--- src/hw/rtl/rtg4m_pkg.sv ---
// shared types and constants for the rgb to gray converter
// depends on nothing; used by the front end, the root cells and the top level
`timescale 1ns / 1ps

package rtg4m_pkg;

  typedef enum logic [1:0] {
    MODE_SQRT601 = 2'd0,
    MODE_SUM709  = 2'd1,
    MODE_SUM601  = 2'd2,
    MODE_RMS     = 2'd3
  } brightness_mode_e;

  // q0.16 weights, each triple sums to 65536
  localparam logic [15:0] W601_R = 16'd19595;
  localparam logic [15:0] W601_G = 16'd38470;
  localparam logic [15:0] W601_B = 16'd7471;
  localparam logic [15:0] W709_R = 16'd13933;
  localparam logic [15:0] W709_G = 16'd46871;
  localparam logic [15:0] W709_B = 16'd4732;

  localparam int unsigned GrayW  = 8;
  localparam int unsigned RadW   = 18;
  localparam int unsigned NCells = GrayW;

  // one beat handed from cell to cell
  typedef struct packed {
    logic             vld;
    logic             root;   // run the bit search
    logic             x3;     // compare 3*n*n instead of n*n
    logic [RadW-1:0]  v;      // radicand
    logic [GrayW-1:0] n;      // partial result
    logic [GrayW-1:0] mask;   // bit under trial
  } rtg4m_beat_t;

endpackage

--- src/hw/rtl/rtg4m_front.sv ---
// front end: squares, weighted products and sums, then the first beat of the root chain
// depends on rtg4m_pkg
`timescale 1ns / 1ps

module rtg4m_front (
  input  logic                   clk_i,
  input  logic                   rst_ni,
  input  logic                   vld_i,
  input  logic [1:0]             mode_i,
  input  logic [7:0]             red_i,
  input  logic [7:0]             green_i,
  input  logic [7:0]             blue_i,
  output rtg4m_pkg::rtg4m_beat_t beat_o
);

  // stage 1
  logic        s1_vld_q;
  logic [1:0]  s1_mode_q;
  logic [15:0] sq_r_q, sq_g_q, sq_b_q;
  logic [23:0] wp_r_q, wp_g_q, wp_b_q;
  logic [15:0] w_r, w_g, w_b;

  // stage 2
  logic        s2_vld_q;
  logic [1:0]  s2_mode_q;
  logic [31:0] ws_r_q, ws_g_q, ws_b_q;
  logic [23:0] sum_w_q;
  logic [17:0] t_q;

  // stage 3
  rtg4m_pkg::rtg4m_beat_t beat_d, beat_q;
  logic [31:0] s_sum;

  always_comb begin
    if (mode_i == rtg4m_pkg::MODE_SUM709) begin
      w_r = rtg4m_pkg::W709_R;
      w_g = rtg4m_pkg::W709_G;
      w_b = rtg4m_pkg::W709_B;
    end else begin
      w_r = rtg4m_pkg::W601_R;
      w_g = rtg4m_pkg::W601_G;
      w_b = rtg4m_pkg::W601_B;
    end
  end

  always_ff @(posedge clk_i or negedge rst_ni) begin
    if (!rst_ni) begin
      s1_vld_q <= 1'b0;
      s2_vld_q <= 1'b0;
    end else begin
      s1_vld_q <= vld_i;
      s2_vld_q <= s1_vld_q;
    end
  end

  always_ff @(posedge clk_i) begin
    s1_mode_q <= mode_i;
    sq_r_q    <= {8'd0, red_i} * {8'd0, red_i};
    sq_g_q    <= {8'd0, green_i} * {8'd0, green_i};
    sq_b_q    <= {8'd0, blue_i} * {8'd0, blue_i};
    wp_r_q    <= {8'd0, w_r} * {16'd0, red_i};
    wp_g_q    <= {8'd0, w_g} * {16'd0, green_i};
    wp_b_q    <= {8'd0, w_b} * {16'd0, blue_i};

    s2_mode_q <= s1_mode_q;
    ws_r_q    <= {16'd0, rtg4m_pkg::W601_R} * {16'd0, sq_r_q};
    ws_g_q    <= {16'd0, rtg4m_pkg::W601_G} * {16'd0, sq_g_q};
    ws_b_q    <= {16'd0, rtg4m_pkg::W601_B} * {16'd0, sq_b_q};
    sum_w_q   <= wp_r_q + wp_g_q + wp_b_q;
    t_q       <= {2'd0, sq_r_q} + {2'd0, sq_g_q} + {2'd0, sq_b_q};
  end

  always_comb begin
    s_sum       = ws_r_q + ws_g_q + ws_b_q;
    beat_d.vld  = s2_vld_q;
    beat_d.mask = 8'h80;
    unique case (s2_mode_q)
      rtg4m_pkg::MODE_SQRT601: begin
        // floor(sqrt(s)) >> 8 equals the integer root of s >> 16
        beat_d.root = 1'b1;
        beat_d.x3   = 1'b0;
        beat_d.v    = {2'd0, s_sum[31:16]};
        beat_d.n    = '0;
      end
      rtg4m_pkg::MODE_RMS: begin
        beat_d.root = 1'b1;
        beat_d.x3   = 1'b1;
        beat_d.v    = t_q;
        beat_d.n    = '0;
      end
      default: begin
        // weighted sums are done here and just ride the chain
        beat_d.root = 1'b0;
        beat_d.x3   = 1'b0;
        beat_d.v    = t_q;
        beat_d.n    = sum_w_q[23:16];
      end
    endcase
  end

  always_ff @(posedge clk_i or negedge rst_ni) begin
    if (!rst_ni) begin
      beat_q <= '0;
    end else begin
      beat_q <= beat_d;
    end
  end

  assign beat_o = beat_q;

endmodule

--- src/hw/rtl/rtg4m_cell.sv ---
// one cell of the root chain: decides one result bit and passes the beat on
// depends on rtg4m_pkg
`timescale 1ns / 1ps

module rtg4m_cell (
  input  logic                   clk_i,
  input  logic                   rst_ni,
  input  rtg4m_pkg::rtg4m_beat_t beat_i,
  output rtg4m_pkg::rtg4m_beat_t beat_o
);

  rtg4m_pkg::rtg4m_beat_t beat_d, beat_q;
  logic [7:0]  cand;
  logic [15:0] sq;
  logic [17:0] cmp;

  always_comb begin
    cand = beat_i.n | beat_i.mask;
    sq   = {8'd0, cand} * {8'd0, cand};
    cmp  = {2'd0, sq} + (beat_i.x3 ? {1'b0, sq, 1'b0} : 18'd0);

    beat_d      = beat_i;
    beat_d.mask = beat_i.mask >> 1;
    if (beat_i.root && (cmp <= beat_i.v)) begin
      beat_d.n = cand;
    end
  end

  always_ff @(posedge clk_i or negedge rst_ni) begin
    if (!rst_ni) begin
      beat_q <= '0;
    end else begin
      beat_q <= beat_d;
    end
  end

  assign beat_o = beat_q;

endmodule

--- src/hw/rtl/rgb_to_gray_four_modes_top.sv ---
// rgb to gray converter, four selectable formulas: front end plus a chain of root cells
// depends on rtg4m_pkg, rtg4m_front and rtg4m_cell
// throughput: one pixel per cycle; busy is never raised, the pipeline of
// three front stages and eight root cells (one result bit each) always moves
// reset clears the mode register to 0 and all valid bits; results cannot be stalled
`timescale 1ns / 1ps

module rgb_to_gray_four_modes_top (
  input  logic       clk_i,
  input  logic       rst_ni,
  input  logic       start,
  output logic       busy,
  input  logic [7:0] red_i,
  input  logic [7:0] green_i,
  input  logic [7:0] blue_i,
  input  logic       brightness_mode_we_i,
  input  logic [1:0] brightness_mode_i,
  output logic       gray_valid_o,
  output logic [7:0] gray_level_o
);

  logic [1:0] mode_q;
  rtg4m_pkg::rtg4m_beat_t chain [rtg4m_pkg::NCells+1];

  always_ff @(posedge clk_i or negedge rst_ni) begin
    if (!rst_ni) begin
      mode_q <= rtg4m_pkg::MODE_SQRT601;
    end else if (brightness_mode_we_i) begin
      mode_q <= brightness_mode_i;
    end
  end

  assign busy = 1'b0;

  rtg4m_front u_front (
    .clk_i   (clk_i),
    .rst_ni  (rst_ni),
    .vld_i   (start),
    .mode_i  (mode_q),
    .red_i   (red_i),
    .green_i (green_i),
    .blue_i  (blue_i),
    .beat_o  (chain[0])
  );

  for (genvar k = 0; k < rtg4m_pkg::NCells; k++) begin : g_cell
    rtg4m_cell u_cell (
      .clk_i  (clk_i),
      .rst_ni (rst_ni),
      .beat_i (chain[k]),
      .beat_o (chain[k+1])
    );
  end

  assign gray_valid_o = chain[rtg4m_pkg::NCells].vld;
  assign gray_level_o = chain[rtg4m_pkg::NCells].n;

endmodule

--- config.mk ---
export PLATFORM = sky130hd
export DESIGN_NAME = rgb_to_gray_four_modes_top
export DESIGN_NICKNAME = d
export VERILOG_FILES = /design/src/hw/rtl/rtg4m_pkg.sv /design/src/hw/rtl/rtg4m_front.sv /design/src/hw/rtl/rtg4m_cell.sv /design/src/hw/rtl/rgb_to_gray_four_modes_top.sv
export SDC_FILE = /design/constraint.sdc
export NUM_CORES = 2
export LEC_CHECK = 0
export ABC_CLOCK_PERIOD_IN_PS = 11500
export BUFFER_PORTS_ARGS = -buffer_cell sky130_fd_sc_hd__buf_2
export CAP_MARGIN = 5
export CORE_UTILIZATION = 67
export DETAILED_ROUTE_END_ITERATION = 16
export GPL_ROUTABILITY_DRIVEN = 0
export PLACE_DENSITY = 0.84
export SETUP_SLACK_MARGIN = 0.05
export SYNTH_ARGS = -nofsm -noshare
export SYNTH_HDL_FRONTEND = slang
export SYNTH_SLANG_ARGS = --single-unit
--- constraint.sdc ---
create_clock -name clk_i -period 11.5 [get_ports clk_i]
set_input_delay 2.875 -clock clk_i [delete_from_list [all_inputs] [get_ports clk_i]]
set_output_delay 2.875 -clock clk_i [all_outputs]
set_load 0.005 [all_outputs]
## Yosys cells after proc, flatten, opt, wreduce, memory -nomap -nowiden

Index checks and enable logic that the tools add are counted.

| storage, ports and cells | value |
|---|---|
| logic and storage cells | 144 |
| register bits | 510 |
| input bits | 30 |
| output and inout bits | 10 |

| operators by class | value |
|---|---|
| add/subtract/negate cells | 14 |
| multiply operators | 17 |
| muxes and demuxes | 20 |
| order comparisons | 8 |
| bitwise logic cells | 8 |
| reduce and logical (&&, ||, !) cells | 9 |
| equality and inequality tests | 2 |

Operators with widths:

| cell | count |
|---|---|
| 8-bit by 8-bit multiplier with 16-bit output | 11 |
| 16-bit by 18-bit adder with 18-bit output | 8 |
| 18-bit less-or-equal comparator | 8 |
| 17-bit 2-to-1 mux | 8 |
| 8-bit 2-to-1 mux | 8 |
| 15-bit by 16-bit multiplier with 31-bit output (first input constant) | 2 |
| 28-bit one-hot mux with 2 select lines | 1 |
| 24-bit adder | 2 |
| 16-bit by 8-bit multiplier with 24-bit output | 2 |
| 31-bit by 32-bit adder with 32-bit output | 1 |
| 32-bit by 29-bit adder with 32-bit output | 1 |
| 13-bit by 16-bit multiplier with 29-bit output (first input constant) | 1 |
| 13-bit by 8-bit multiplier with 21-bit output | 1 |
| 18-bit by 16-bit adder with 18-bit output | 1 |
| 16-bit by 16-bit adder with 17-bit output | 1 |
| 15-bit 2-to-1 mux | 1 |
| 14-bit 2-to-1 mux | 1 |
| 12-bit 2-to-1 mux | 1 |
| 1-bit logical AND | 8 |
| 8-bit by 1-bit bitwise OR with 8-bit output | 1 |
| 8-bit by 2-bit bitwise OR with 8-bit output | 1 |
| 8-bit by 3-bit bitwise OR with 8-bit output | 1 |
| 8-bit by 4-bit bitwise OR with 8-bit output | 1 |
| 8-bit by 5-bit bitwise OR with 8-bit output | 1 |
| other kinds (6) | 6 |

## Logic depth before layout (Yosys ltp)

| depth | value |
|---|---|
| depth in word-level cells | 7 |
| mapped depth | 33 |
| mapped depth without buffers | 33 |

## By module

Synthesis repeated with hierarchy kept, for this count alone.

| unflattened totals | value |
|---|---|
| cells, all modules | 7086 |
| area total of the unflattened synthesis | 65978.3 um^2 |

By module, submodules not included:

| module | times used | sequential area each (um^2) | cells each | area an instance (um^2) |
|---|---|---|---|---|
| rtg4m_front | 1 | 5405.2 | 3652 | 35059.9 |
| rtg4m_cell (g_cell[0].u_cell ...) | 7 | 900.9 | 430 | 3860.0 |
| rtg4m_cell (g_cell[2].u_cell) | 1 | 900.9 | 418 | 3814.9 |
| rgb_to_gray_four_modes_top | 1 | 50.0 | 6 | 83.8 |

## Least setup slack after synthesis

Ideal clock, no wire load.

| timing path | value |
|---|---|
| kind | input-to-reg |
| start | input blue_i[5] |
| end | register u_front.wp_b_q[21] |
| setup time | 123 ps |
| slack | 4129 ps |
| buffers on the path | 1 |
| required time | 11377 ps |
| data arrival time | 7248 ps |
| stages on the path | 18 |
| cells stage by stage | clkbuf_1 inv_1 nor2_1 fa_1 inv_1 fa_1 fa_1 inv_1 fa_1 ha_1 or3_1 o21ai_0 a211oi_1 o21a_1 o41a_1 a211oi_1 a21oi_1 xor2_1 |

RTL lines:

| item | line | source |
|---|---|---|
| from (decl) | rgb_to_gray_four_modes_top.sv:15 | `input logic [7:0] blue_i,` |
| to (signal assigned) | rtg4m_front.sv:63 | `wp_b_q <= {8'd0, w_b} * {16'd0, blue_i};` |
| to (decl) | rtg4m_front.sv:20 | `logic [23:0] wp_r_q, wp_g_q, wp_b_q;` |

==> flow_metrics.py <==
metrics = {
    "floorplan": {
        "rows": 109,
        "ios": 40,
        "coreArea_mm2": 0.0886,
        "die_w_um": 302,
        "die_h_um": 302,
        "initial_core_util": 0.679,
        "die-area_mm2": 0.0910,
    },
    "finish": {
        "seq_area_mm2": 0.0110,
        "synthToLayoutAreaGrowth_pct": 5.67,
        "fin_area_mm2": 0.0636,
        "stdcell_count": 7540,
        "drive_above_1_share": 0.0306,
        "multi_input_area_mm2": 0.0444,
        "fin_nets": 8198,
        "final.fill_count": 6139,
    },
    "clock_tree": {
        "root_buffer": "clkbuf_16",
        "cts_num_sinks": 486,
        "max-clock-path-buffers": 3,
        "h-tree-depth": 2,
        "cts_resized": 0,
        "clkTransAtPathRegs_ns": 0.06,
        "clk_latency_ns": 0.66,
        "cts_setup_buffers": 0,
        "cts_made_buffers": 55,
        "cts_tree": "built",
        "hold_buffers": 0,
    },
    "placement": {
        "io_buffers": 38,
        "dpl-instance-area_mm2": 0.0617,
        "dp_cells": 7435,
        "hpwl_um": 112000,
    },
    "sta": {
        "setup_violations": 0,
        "hold_viol_final": 0,
        "min_period_ns": 7.65,
        "finalCritPeriodShare": 0.665,
        "setup_tns_ns": 0,
        "worst_slew_margin_rel": 0.329,
        "finClkSkew_ns": 0.0503,
        "worstMarginPinSlew_ns": 1.01,
        "rsz0062_at_grt": "no",
        "fmax_mhz": 131,
        "maxSlewViolCount": 0,
    },
    "yosys": {
        "synthSimpleGateAreaFrac": 0.108,
        "synth.avg_cell_area_um2": 9.62,
        "synth_compound_area_frac": 0.101,
        "synth_fa_ha_area_frac": 0.465,
        "synth_xor_area_frac": 0.0596,
        "yosysSeqAreaShare": 0.183,
        "synthMuxAreaShare": 0.00260,
        "synth_cell_types": 78,
        "synth_top_family_by_area": "adder cells",
        "synth_edf_count": 0,
        "ys_ff_latch": 486,
        "synth_ff_type": "dfrtp_1",
        "async_reset_ff_frac": 0.521,
        "synth_area_mm2": 0.0602,
        "synth_cells": 6257,
        "yosysWarnings": 0,
    },
    "outcome": {
        "outcome": "completed",
    },
    "setup_path": {
        "critPathMaxStageDelay_ns": 0.54,
        "reg2reg_from": "g_cell[5].u_cell.beat_o[1]",
        "ff2ff_path_depth": 29,
        "crit_path_max_fanout": 5,
        "worstSetupStartpointType": "register",
        "r2r_setup_slack_ns": 3.85,
        "crit_slowest_cell": "fa_1",
        "cp_data_required_time_ns": 12.07,
        "arrival_ns": 8.21,
        "path_class": "register to register",
        "endpoint_kind": "register",
        "r2r-end": "g_cell[6].u_cell.beat_o[9]",
    },
    "worst_hold_path": {
        "worst_hold_path.endpoint": "u_front.s2_mode_q[0]",
        "hold_class": "register to register",
        "hold_start": "u_front.s1_mode_q[0]",
        "hold_depth": 0,
    },
    "global_routing": {
        "antenna_found_initial": 6,
        "grt_use_total": 0.312,
        "grt_pass1_wl_um": 227000,
        "grt_max_degree": 114,
        "first_global_vias": 46200,
        "globalRouteOverflowTotal": 0,
    },
    "route": {
        "drt_iter0_drc": 2685,
        "drcViolationCount": 0,
        "wl_per_cell_um": 18.2,
        "drt-vias-per-instance": 5.75,
        "vias": 43300,
        "dr.pass1.iters": 6,
        "ant_nets": 0,
        "routed_wirelength_um": 137000,
    },
    "job": {
        "max-cap-violations": 0,
    },
}
[flip-flops by register name, summed over array words and instances (netlist names)]
name                  cells
u_front.beat_o           30
u_front.sum_w_q           8
u_front.ws_r_q           30
g_cell.u_cell.beat_o    219
u_front.wp_r_q           23
u_front.s2_mode_q         2
u_front.sq_r_q           15
u_front.sq_b_q           15
u_front.t_q              18
u_front.ws_b_q           28
mode_q                    2
u_front.ws_g_q           30
u_front.s2_vld_q          1
u_front.s1_mode_q         2
u_front.sq_g_q           15
u_front.wp_g_q           24
u_front.s1_vld_q          1
u_front.wp_b_q           23
[synthesized netlist by cell type (11+ instances only)]
cell,n,area (um2)
inv_1,1232,4620
ha_1,1185,14800
fa_1,656,13100
nor2_1,316,1190
xnor2_1,313,2740
a21oi_1,275,1380
and2_1,259,1620
nand2_1,256,961
dfrtp_1,253,6330
dfxtp_1,233,4660
o21ai_0,158,791
a21o_1,148,1110
nor2b_1,98,613
xor2_1,93,815
nor3_1,88,440
o21a_1,53,398
nand3_1,52,260
clkbuf_1,50,188
o21bai_1,50,375
nand2b_1,46,288
and3_1,40,250
nand4_1,39,244
or3_1,32,200
a21boi_0,28,210
a211oi_1,27,203
or2_2,23,144
a31oi_1,15,93.8
o31ai_1,15,113
o41ai_1,14,123
o211ai_1,13,97.6
a2111oi_0,11,96.3
o21ai_1,11,55.1
[through the flow]
| stage | setup slack (ns) | util | hold WS (ns) |
|---|---|---|---|
| floorplan | 4.13 | - | 0.310 |
| global placement | 3.86 | 0.696 | 0.313 |
| detailed placement | 3.65 | 0.696 | 0.315 |
| CTS | 3.89 | 0.717 | 0.328 |
| global route | 3.45 | 0.717 | 0.340 |
| finish | 3.85 | 0.717 | 0.329 |
[routing by layer]
metal / part of all wire / track usage
met1: 0.41 / 0.386
met2: 0.49 / 0.538
met3: 0.053 / 0.0417
met4: 0.051 / 0.147
met5: 0.00038 / 0
[placed cells by master (no fill, tap or decap), types with 158 or more instances in the layout]
cell type | synthesis | final
inv_1 | 1232 | 1232
nand2_1 | 256 | 256
fa_1 | 656 | 656
nor2_1 | 316 | 316
a21oi_1 | 275 | 275
and2_1 | 259 | 259
xnor2_1 | 313 | 313
ha_1 | 1185 | 1185
o21ai_0 | 158 | 158
dfrtp_1 | 253 | 253
dfxtp_1 | 233 | 233
[worst max path at each step]
stage | cells after the start | start | endpoint
floorplan | 18 | blue_i[5] | u_front.wp_b_q[21]
global placement | 18 | blue_i[5] | u_front.wp_b_q[21]
detailed placement | 18 | blue_i[5] | u_front.wp_b_q[21]
CTS | 29 | g_cell[5].u_cell.beat_o[1] | g_cell[6].u_cell.beat_o[9]
global route | 29 | g_cell[5].u_cell.beat_o[1] | g_cell[6].u_cell.beat_o[9]
finish | 29 | g_cell[5].u_cell.beat_o[1] | g_cell[6].u_cell.beat_o[9]
[layout make-up]
cell class              count  share of cell area
clock buffers              71              0.0232
repair buffers             47             0.00421
diodes                      2           0.0000787
flip-flops and latches    486               0.173
multi-input cells        4504               0.698
clock inverters            32             0.00575
inverters                1233              0.0728
well taps                1165              0.0229
[critical path: cells and delay by family, from the launching register on]
family | cells | cell delay [ns]
xor gates and xnor gates | 2 | 0.36
buffers and inverters | 4 | 0.40
adders and majority gates | 7 | 2.84
and+or+nand+nor | 7 | 1.54
AOI/OAI and AO/OA | 9 | 2.01
DFF | 1 | 0.40
[kinds of logic (layout without fill, tap and decap cells)]
logic type / after synthesis / after routing
and+or+nand+nor: 1289 / 1289
adders and majority gates: 1841 / 1841
xor gates and xnor gates: 408 / 408
buffers and inverters: 1293 / 1383
muxes: 15 / 15
AOI/OAI and AO/OA: 923 / 923
DFF: 486 / 486
other: 2 / 30
Power is left out: the tool's default activity adds up to more than one toggle a clock period on the data nets, which glitch-free logic cannot reach.
